## src/rtl/pfcs_pkg.sv

```systemverilog
package pfcs_pkg;

    localparam logic [7:0] CRC_POLY  = 8'h31;
    localparam logic [7:0] CRC_INIT  = 8'hFF;
    localparam logic [3:0] LAST_STARTUP = 4'd8;
    localparam logic [3:0] LAST_MEAS    = 4'd2;
    localparam logic [3:0] IDX_IDLE     = 4'd15;
    localparam logic [4:0] CRC_STEPS    = 5'd8;
    localparam logic [4:0] DIV_STEPS    = 5'd19;
    localparam logic [4:0] PRESS_MUL    = 5'd10;
    localparam logic [15:0] PRESS_MAX   = 16'h7FFF;
    localparam logic [15:0] PRESS_MIN   = 16'h8000;

    localparam logic KIND_STARTUP = 1'b0;
    localparam logic KIND_MEAS    = 1'b1;

    typedef enum logic [3:0] {
        ST_IDLE = 4'b0001,
        ST_CRC  = 4'b0010,
        ST_DIV  = 4'b0100,
        ST_EMIT = 4'b1000
    } t_state;

    function automatic logic [7:0] crc_step(input logic [7:0] v);
        logic [7:0] r;
        r = {v[6:0], 1'b0};
        if (v[7]) begin
            r = r ^ CRC_POLY;
        end
        return r;
    endfunction

endpackage

```

## src/rtl/pfcs_in_if.sv

```systemverilog
interface pfcs_in_if;
    logic       valid;
    logic       ready;
    logic       first;
    logic       cmd;
    logic [7:0] rx_byte;
    logic       bus_ok;

    modport source (output valid, output first, output cmd, output rx_byte, output bus_ok,
                    input ready);
    modport sink   (input valid, input first, input cmd, input rx_byte, input bus_ok,
                    output ready);
endinterface

```

## src/rtl/pfcs_out_if.sv

```systemverilog
interface pfcs_out_if;
    logic               valid;
    logic               ready;
    logic               kind;
    logic               present;
    logic               reading_ok;
    logic signed [15:0] pressure;
    logic        [15:0] scale_out;

    modport source (output valid, output kind, output present, output reading_ok,
                    output pressure, output scale_out, input ready);
    modport sink   (input valid, input kind, input present, input reading_ok,
                    input pressure, input scale_out, output ready);
endinterface

```

## src/rtl/pressure_frame_crc_scaler_unit.sv

```systemverilog
// Checks sensor response bytes against CRC-8 (poly 0x31, init 0xFF) and scales
// measurements. A startup frame (9 bytes) latches its third word as the scale
// factor when all CRCs match and the bus reports success; a measurement frame
// (3 bytes) yields pressure = signed raw * 10 / scale, truncated toward zero and
// saturated to 16 bits, or 0 with reading_ok clear. One transaction comes out
// per completed frame. A data byte is accepted and then stepped through the
// bit-serial CRC unit; a CRC byte is checked as it is accepted. The CRC byte that
// ends a good measurement frame first runs the one-bit-per-cycle restoring
// divider; every frame end then loads the output register, and the load waits
// while the previous result is still held. The input is ready only while the
// sequencer idles; the output register lets a new byte enter while a result
// waits.
module pressure_frame_crc_scaler_unit
    import pfcs_pkg::*;
(
    input  logic          i_clk,
    input  logic          i_rst_n,
    pfcs_in_if.sink       i_in,
    pfcs_out_if.source    o_out
);

    t_state       r_state, n_state;
    logic [4:0]   r_cnt, n_cnt;
    logic [3:0]   r_byte_index, n_byte_index;
    logic         r_frame_mode, n_frame_mode;
    logic [7:0]   r_crc, n_crc;
    logic         r_words_good, n_words_good;
    logic [15:0]  r_word_hold, n_word_hold;
    logic [15:0]  r_scale, n_scale;
    logic         r_present, n_present;
    logic         r_o_valid, n_o_valid;

    logic [16:0]  r_rem, n_rem;
    logic [18:0]  r_dq, n_dq;
    logic         r_neg, n_neg;
    logic         r_res_kind, n_res_kind;
    logic         r_res_ok, n_res_ok;
    logic [15:0]  r_res_press, n_res_press;

    logic         r_o_kind, n_o_kind;
    logic         r_o_present, n_o_present;
    logic         r_o_ok, n_o_ok;
    logic [15:0]  r_o_press, n_o_press;
    logic [15:0]  r_o_scale, n_o_scale;

    logic         accept;
    logic [3:0]   eff_idx;
    logic         eff_mode;
    logic         eff_wg;
    logic [3:0]   last_idx;
    logic         match;
    logic         wg_new;
    logic signed [19:0] prod;
    logic [19:0]  prod_mag;
    logic [16:0]  rem_sh;
    logic [16:0]  rem_sub;
    logic [18:0]  dq_next;
    logic [16:0]  rem_next;
    logic [18:0]  quot;

    assign i_in.ready = (r_state == ST_IDLE);
    assign accept     = i_in.valid && i_in.ready;

    assign eff_idx  = i_in.first ? 4'd0 : r_byte_index;
    assign eff_mode = i_in.first ? i_in.cmd : r_frame_mode;
    assign eff_wg   = i_in.first ? 1'b1 : r_words_good;
    assign last_idx = eff_mode ? LAST_MEAS : LAST_STARTUP;
    assign match    = (r_crc == i_in.rx_byte);
    assign wg_new   = eff_wg && match;

    assign prod     = 20'(signed'(r_word_hold)) * signed'({15'd0, PRESS_MUL});
    assign prod_mag = prod[19] ? (20'd0 - 20'(prod)) : 20'(prod);

    assign rem_sh   = {r_rem[15:0], r_dq[18]};
    assign rem_sub  = rem_sh - {1'b0, r_scale};
    assign rem_next = rem_sub[16] ? rem_sh : rem_sub;
    assign dq_next  = {r_dq[17:0], ~rem_sub[16]};
    assign quot     = dq_next;

    always_comb begin
        n_state      = r_state;
        n_cnt        = r_cnt;
        n_byte_index = r_byte_index;
        n_frame_mode = r_frame_mode;
        n_crc        = r_crc;
        n_words_good = r_words_good;
        n_word_hold  = r_word_hold;
        n_scale      = r_scale;
        n_present    = r_present;
        n_rem        = r_rem;
        n_dq         = r_dq;
        n_neg        = r_neg;
        n_res_kind   = r_res_kind;
        n_res_ok     = r_res_ok;
        n_res_press  = r_res_press;
        n_o_valid    = r_o_valid && !o_out.ready;
        n_o_kind     = r_o_kind;
        n_o_present  = r_o_present;
        n_o_ok       = r_o_ok;
        n_o_press    = r_o_press;
        n_o_scale    = r_o_scale;

        case (r_state)
            ST_IDLE: begin
                if (accept) begin
                    n_frame_mode = eff_mode;
                    n_words_good = eff_wg;
                    n_byte_index = eff_idx;
                    if (i_in.first && !i_in.cmd) begin
                        n_present = 1'b0;
                    end
                    if (eff_idx <= last_idx) begin
                        case (eff_idx) inside
                            4'd0, 4'd3, 4'd6: begin
                                n_crc        = CRC_INIT ^ i_in.rx_byte;
                                n_word_hold  = {i_in.rx_byte, 8'h00};
                                n_byte_index = eff_idx + 4'd1;
                                n_cnt        = 5'd0;
                                n_state      = ST_CRC;
                            end
                            4'd1, 4'd4, 4'd7: begin
                                n_crc        = r_crc ^ i_in.rx_byte;
                                n_word_hold  = {r_word_hold[15:8], i_in.rx_byte};
                                n_byte_index = eff_idx + 4'd1;
                                n_cnt        = 5'd0;
                                n_state      = ST_CRC;
                            end
                            default: begin
                                n_words_good = wg_new;
                                n_crc        = CRC_INIT;
                                if (eff_idx != last_idx) begin
                                    n_byte_index = eff_idx + 4'd1;
                                end else begin
                                    n_byte_index = IDX_IDLE;
                                    n_res_ok     = 1'b0;
                                    n_res_press  = 16'd0;
                                    if (eff_mode == KIND_STARTUP) begin
                                        n_res_kind = KIND_STARTUP;
                                        if (wg_new && i_in.bus_ok) begin
                                            n_scale   = r_word_hold;
                                            n_present = 1'b1;
                                        end else begin
                                            n_present = 1'b0;
                                        end
                                        n_state = ST_EMIT;
                                    end else begin
                                        n_res_kind = KIND_MEAS;
                                        if (match && r_present && (r_scale != 16'd0)) begin
                                            n_res_ok = 1'b1;
                                            n_neg    = prod[19];
                                            n_dq     = prod_mag[18:0];
                                            n_rem    = 17'd0;
                                            n_cnt    = 5'd0;
                                            n_state  = ST_DIV;
                                        end else begin
                                            n_state = ST_EMIT;
                                        end
                                    end
                                end
                            end
                        endcase
                    end
                end
            end
            ST_CRC: begin
                n_crc = crc_step(r_crc);
                n_cnt = r_cnt + 5'd1;
                if (r_cnt == CRC_STEPS - 5'd1) begin
                    n_state = ST_IDLE;
                end
            end
            ST_DIV: begin
                n_rem = rem_next;
                n_dq  = dq_next;
                n_cnt = r_cnt + 5'd1;
                if (r_cnt == DIV_STEPS - 5'd1) begin
                    if (!r_neg) begin
                        n_res_press = (quot > 19'(PRESS_MAX)) ? PRESS_MAX : quot[15:0];
                    end else begin
                        n_res_press = (quot > 19'(PRESS_MIN)) ? PRESS_MIN
                                                              : (16'd0 - quot[15:0]);
                    end
                    n_state = ST_EMIT;
                end
            end
            ST_EMIT: begin
                if (!r_o_valid || o_out.ready) begin
                    n_o_valid   = 1'b1;
                    n_o_kind    = r_res_kind;
                    n_o_present = r_present;
                    n_o_ok      = r_res_ok;
                    n_o_press   = r_res_press;
                    n_o_scale   = r_scale;
                    n_state     = ST_IDLE;
                end
            end
            default: begin
                n_state = ST_IDLE;
            end
        endcase
    end

    always_ff @(posedge i_clk) begin
        if (!i_rst_n) begin
            r_state      <= ST_IDLE;
            r_cnt        <= 5'd0;
            r_byte_index <= 4'd0;
            r_frame_mode <= 1'b0;
            r_crc        <= CRC_INIT;
            r_words_good <= 1'b1;
            r_word_hold  <= 16'd0;
            r_scale      <= 16'd0;
            r_present    <= 1'b0;
            r_o_valid    <= 1'b0;
        end else begin
            r_state      <= n_state;
            r_cnt        <= n_cnt;
            r_byte_index <= n_byte_index;
            r_frame_mode <= n_frame_mode;
            r_crc        <= n_crc;
            r_words_good <= n_words_good;
            r_word_hold  <= n_word_hold;
            r_scale      <= n_scale;
            r_present    <= n_present;
            r_o_valid    <= n_o_valid;
        end
    end

    always_ff @(posedge i_clk) begin
        r_rem       <= n_rem;
        r_dq        <= n_dq;
        r_neg       <= n_neg;
        r_res_kind  <= n_res_kind;
        r_res_ok    <= n_res_ok;
        r_res_press <= n_res_press;
        r_o_kind    <= n_o_kind;
        r_o_present <= n_o_present;
        r_o_ok      <= n_o_ok;
        r_o_press   <= n_o_press;
        r_o_scale   <= n_o_scale;
    end

    assign o_out.valid      = r_o_valid;
    assign o_out.kind       = r_o_kind;
    assign o_out.present    = r_o_present;
    assign o_out.reading_ok = r_o_ok;
    assign o_out.pressure   = signed'(r_o_press);
    assign o_out.scale_out  = r_o_scale;

endmodule

```

## src/flat_wrapper.sv

```systemverilog
// flat-port wrapper written by rule: the top's interface ports become plain ports
module pressure_frame_crc_scaler_unit_flat import pfcs_pkg::*;
  (i_clk, i_rst_n, i_in_valid, i_in_first, i_in_cmd, i_in_rx_byte, i_in_bus_ok, i_in_ready, o_out_valid, o_out_kind, o_out_present, o_out_reading_ok, o_out_pressure, o_out_scale_out, o_out_ready);
  pfcs_in_if i_in_i ();
  pfcs_out_if o_out_i ();
  input  logic i_clk;
  input  logic i_rst_n;
  input wire logic [$bits(i_in_i.valid)-1:0] i_in_valid;
  input wire logic [$bits(i_in_i.first)-1:0] i_in_first;
  input wire logic [$bits(i_in_i.cmd)-1:0] i_in_cmd;
  input wire logic [$bits(i_in_i.rx_byte)-1:0] i_in_rx_byte;
  input wire logic [$bits(i_in_i.bus_ok)-1:0] i_in_bus_ok;
  output wire logic [$bits(i_in_i.ready)-1:0] i_in_ready;
  output wire logic [$bits(o_out_i.valid)-1:0] o_out_valid;
  output wire logic [$bits(o_out_i.kind)-1:0] o_out_kind;
  output wire logic [$bits(o_out_i.present)-1:0] o_out_present;
  output wire logic [$bits(o_out_i.reading_ok)-1:0] o_out_reading_ok;
  output wire logic [$bits(o_out_i.pressure)-1:0] o_out_pressure;
  output wire logic [$bits(o_out_i.scale_out)-1:0] o_out_scale_out;
  input wire logic [$bits(o_out_i.ready)-1:0] o_out_ready;
  assign i_in_i.valid = i_in_valid;
  assign i_in_i.first = i_in_first;
  assign i_in_i.cmd = i_in_cmd;
  assign i_in_i.rx_byte = i_in_rx_byte;
  assign i_in_i.bus_ok = i_in_bus_ok;
  assign i_in_ready = i_in_i.ready;
  assign o_out_valid = o_out_i.valid;
  assign o_out_kind = o_out_i.kind;
  assign o_out_present = o_out_i.present;
  assign o_out_reading_ok = o_out_i.reading_ok;
  assign o_out_pressure = o_out_i.pressure;
  assign o_out_scale_out = o_out_i.scale_out;
  assign o_out_i.ready = o_out_ready;
  pressure_frame_crc_scaler_unit u_core (.i_clk(i_clk), .i_rst_n(i_rst_n), .i_in(i_in_i), .o_out(o_out_i));
endmodule
```

## config.mk

```make
export PLATFORM = sky130hd
export DESIGN_NAME = pressure_frame_crc_scaler_unit_flat
export DESIGN_NICKNAME = d
export VERILOG_FILES = /design/src/rtl/pfcs_pkg.sv /design/src/rtl/pfcs_in_if.sv /design/src/rtl/pfcs_out_if.sv /design/src/rtl/pressure_frame_crc_scaler_unit.sv /design/src/flat_wrapper.sv
export SDC_FILE = /design/constraint.sdc
export NUM_CORES = 1
export LEC_CHECK = 0
export BUFFER_PORTS_ARGS = -buffer_cell sky130_fd_sc_hd__buf_2
export CAP_MARGIN = 40
export CORE_MARGIN = 2
export CORE_UTILIZATION = 55
export CTS_BUF_LIST = sky130_fd_sc_hd__clkbuf_2 sky130_fd_sc_hd__clkbuf_4 sky130_fd_sc_hd__clkbuf_8
export CTS_CLUSTER_DIAMETER = 100
export CTS_CLUSTER_SIZE = 25
export DETAILED_ROUTE_END_ITERATION = 10
export PLACE_DENSITY = 0.74
export SYNTH_ARGS = -nofsm -noshare
export SYNTH_HDL_FRONTEND = slang
export SYNTH_SLANG_ARGS = --single-unit
```

## constraint.sdc

```tcl
create_clock -name i_clk -period 15 [get_ports i_clk]
set_clock_uncertainty 0.2 [all_clocks]
set_input_delay 3 -clock i_clk [delete_from_list [all_inputs] [get_ports i_clk]]
set_output_delay 3 -clock i_clk [all_outputs]
set_load 0.02 [all_outputs]
```

==> metrics.md <==
| Metric | Value |
|---|---|
| Max-cap violations | 0 |
| Setup Viol. Count Final | 0 |
| Sw frac | between 20% and 30% |
| Unique cell type count in the Yosys netlist | 70 |
| Synth area leader | edfxtp_1 |
| CP max-delay cell | a21oi_4 |
| Routability Congestion | 0.8600 |
| PwrDens | 95.10 nW/µm² |
| CTS tree | yes |
| Fin area | approximately 9600 µm² |
| Routed wire length | 18.67 mm |
| R2r worst-path depth | 18 |
| CP Class | in -> reg |
| Fill cells | around 1300 |
| Sinks on Clock Net | 146 |
| CTS-repair resized insts | 0 |
| Nets | a little over 1000 |
| Logic pwr share | approximately 14% |
| Post-Syn Nets | around 970 |
| H-tree depth | 4 |
| Starting Density | a little under three fifths |
| Clock slew at reported path FFs | 0.08 ns |
| DRC viols | 0 |
| Commonest cells post-synth | edfxtp_1, nand2_1, a21oi_1, nor2_1 |
| Via count | 6782 |
| Layout cells sized above 1 | roughly an eighth |
| Setup crit start | i_in_first |
| Fin util | a little over three fifths |
| HP Class | reg -> reg |
| Critical Path AT | roughly 6 ns |
| Pleak | 3.732 nW |
| Post-Syn Instances | 900 |
| Worst path cell trace | buf_2, nand2b_1, inv_1, ha_1, or2_2, a2bb2oi_1, o2bb2ai_1, buf_4, nor2_1, nand3_1, a21oi_4, buf_16 |
| Initial antenna violation count | 0 |
| Vias in the first global route | 6241 |
| GRT Overall Usage | a little under a quarter |
| Syn_area_per_cell | approximately 9.6 µm² |
| Hold Fails Final Rpt | 0 |
| Setup tns final | 0 ns |
| Seq pwr share | about half |
| DPL Wire Length | 13.43 mm |
| Port buffer count | 51 |
| Transition time of the tightest slew-check pin | 0.9221 ns |
| Area contributors post-synth | edfxtp_1, dfxtp_1, ha_1, a21oi_1, nand2_1 |
| Pins Over Slew Limit | 0 |
| Top_reg_cell synth | edfxtp_1 |
| IO Pins | 52 |
| DR WL/cell | 15.95 µm |
| # Post-CTS Setup Buffers | 0 |
| Post-route minimum period | between 5 and 6 ns |
| Pint | approximately 0.68 mW |
| Post-route clock period utilization | approximately 40% |
| Critical Path Max Stage Delay | between 0.5 and 0.6 ns |
| Clk buf depth | 2 |
| Iteration-0 DRC Markers | between 600 and 700 |
| Run status | finished, final reports clean |
| Worst Setup EP | u_core.r_rem[10]$_SDFFCE_PN0P_ |
| Post-DR vias/cell | a little under 6 |
| Largest net degree at the start of global routing | 58 |
| CTS Root Cell | clkbuf_8 |
| Post-Syn Area | a little under 9000 µm² |
| RSZ-0062 raised after global routing | false |
| Hold Buf Count CTS | 0 |
| Clk_lat worst skew | ~0.47 ns |
| Reg2Reg Capture Point | u_core.r_res_press[14]$_SDFFCE_PN0P_ |
| DP Cell Count | around 1100 |
| Crit-path max FO | 24 |
| First-pass detailed-route iteration total | 5 |
| Diodes inserted | 0 |
| Count leader, synth | edfxtp_1 |
| Total CTS buffers | 17 |
| Rel. slew slack | about two fifths |
| First-pass GRT wire length | 30.83 mm |
| Ys async rst share | 0% |
| Fmax | around 170 MHz |
| Endpoint required time on the critical path | around 15 ns |
| Post-DP Area | approximately 9000 µm² |
| Total power | between 0.9 and 1 mW |
| Die width | 129.4 µm |
| Worst setup SP type | input pin |
| Psw | about 0.24 mW |
| Die footprint | between 15000 and 20000 µm² |
| Area Overhead vs Synth | 10.94% |
| Placement row count | 45 |
| Reg2reg start | u_core.r_dq[18]$_DFFE_PP_ |
| Clock power frac | 37.4% |
| Post-synth EDFFs | 89 |
| Final ANT Viol Nets | 0 |
| Critical Path Sink Type | register |
| GRT overflow | 0 |
| Core area | 15260 µm² |
| Seq/Total Area, Yosys | 44.10% |
| Flop and latch count out of synthesis | approximately 150 |
| Post-route insts no fill | roughly 1200 |
| R2r setup slk | about 9.5 ns |
| Yosys warning total | 0 |
| Max VDD drop | 0.07193 mV |
| DIE HEIGHT | around 130 µm |
| Top-area cell type share of the netlist area | 30.90% |
how the worst min path moves through the flow:
stage,from,slack (ns),depth (start not counted),to
floorplan,u_core.r_res_kind$_DFFE_PP_,0.20,0,u_core.o_out.kind$_DFFE_PP_
global placement,u_core.r_res_press[8]$_SDFFCE_PN0P_,0.20,0,u_core.o_out.pressure[8]$_DFFE_PP_
detailed placement,u_core.r_res_press[7]$_SDFFCE_PN0P_,0.20,0,u_core.o_out.pressure[7]$_DFFE_PP_
CTS,u_core.r_res_press[7]$_SDFFCE_PN0P_,0.22,0,u_core.o_out.pressure[7]$_DFFE_PP_
global route,u_core.r_res_press[7]$_SDFFCE_PN0P_,0.23,0,u_core.o_out.pressure[7]$_DFFE_PP_
finish,u_core.r_res_press[7]$_SDFFCE_PN0P_,0.22,0,u_core.o_out.pressure[7]$_DFFE_PP_
through the flow:
| stage | setup WS (ns) | hold WS [ns] |
|---|---|---|
| after global routing | 8.734 | 0.2271 |
| after floorplan | 7.453 | 0.2003 |
| after detailed placement | 8.588 | 0.2045 |
| final | 9.034 | 0.2218 |
| after CTS | 9.059 | 0.2238 |
| after global placement | 8.194 | 0.2008 |
sequential cells by signal (all words and copies together) (netlist names), 4 cells and up:
| register | count |
|---|---|
| u_core.r_res_press | 16 |
| u_core.r_dq | 19 |
| u_core.r_scale | 16 |
| u_core.r_rem | 16 |
| u_core.o_out.pressure | 16 |
| u_core.r_cnt | 5 |
| u_core.r_crc | 8 |
| u_core.r_byte_index | 4 |
| u_core.r_word_hold | 16 |
| u_core.r_state | 4 |
| u_core.o_out.scale_out | 16 |
cells in the final DEF (no fill, tap or decap), types with 21 or more instances in the layout:
cell	netlist	routed
nor4_1	21	21
edfxtp_1	89	89
a21oi_1	78	77
nor2_1	67	67
o21ai_0	37	37
nand2_1	86	86
buf_2	6	52
xnor2_1	29	29
dfxtp_1	57	57
ha_1	57	57
nor2b_1	37	36
mux2i_1	21	21
inv_1	39	39
per-layer routing:
metal | vias up | wire (µm) | track usage [%]
met4 | 0 | 284 | 7.609
met5 | - | 0 | 0
met3 | 24 | 734 | 4.088
met1 | 3208 | 9071 | 33.19
met2 | 151 | 8577 | 36.97
li1 | 3399 | - | -
power groups by stage:
stage | Sequential, mW | Clock [mW] | Combinational [mW]
final | 0.445 | 0.342 | 0.126
after detailed placement | 0.454 | 0 | 0.123
after global routing | 0.447 | 0.363 | 0.141
after global placement | 0.454 | 0 | 0.121
after CTS | 0.445 | 0.348 | 0.125
after floorplan | 0.451 | 0 | 0.0965
cell type report:
type	instances	area [µm²]	share of cell area, %
Clock inverter	10	156.4	1.630
Multi-Input combinational cell	679	4551	47.43
Sequential cell	146	3814	39.75
Clock buffer	22	284.0	2.960
Timing Repair Buffer	62	375.4	3.912
Inverter	40	150.1	1.565
Tap cell	211	264.0	2.752
critical path, delay by kind of cell:
family,cells,cell delay (ns)
compound gates,3,0.77
fa+ha+maj,1,0.19
buf+inv,4,0.78
simple gates,4,1.18
cell families (layout without fill, tap and decap cells):
kind of cell	after synthesis	in the layout	share of synthesized area, %
multiplexers	21	21	2.431
XOR/XNOR	49	49	5.049
flip-flops	146	146	44.10
adder cells (fa/ha/maj)	59	59	8.709
AND/OR/NAND/NOR	306	306	17.72
AO/OA/AOI/OAI	244	244	18.35
buffers and inverters	75	134	3.646
No activity file was read; power rests on OpenSTA's default activity.
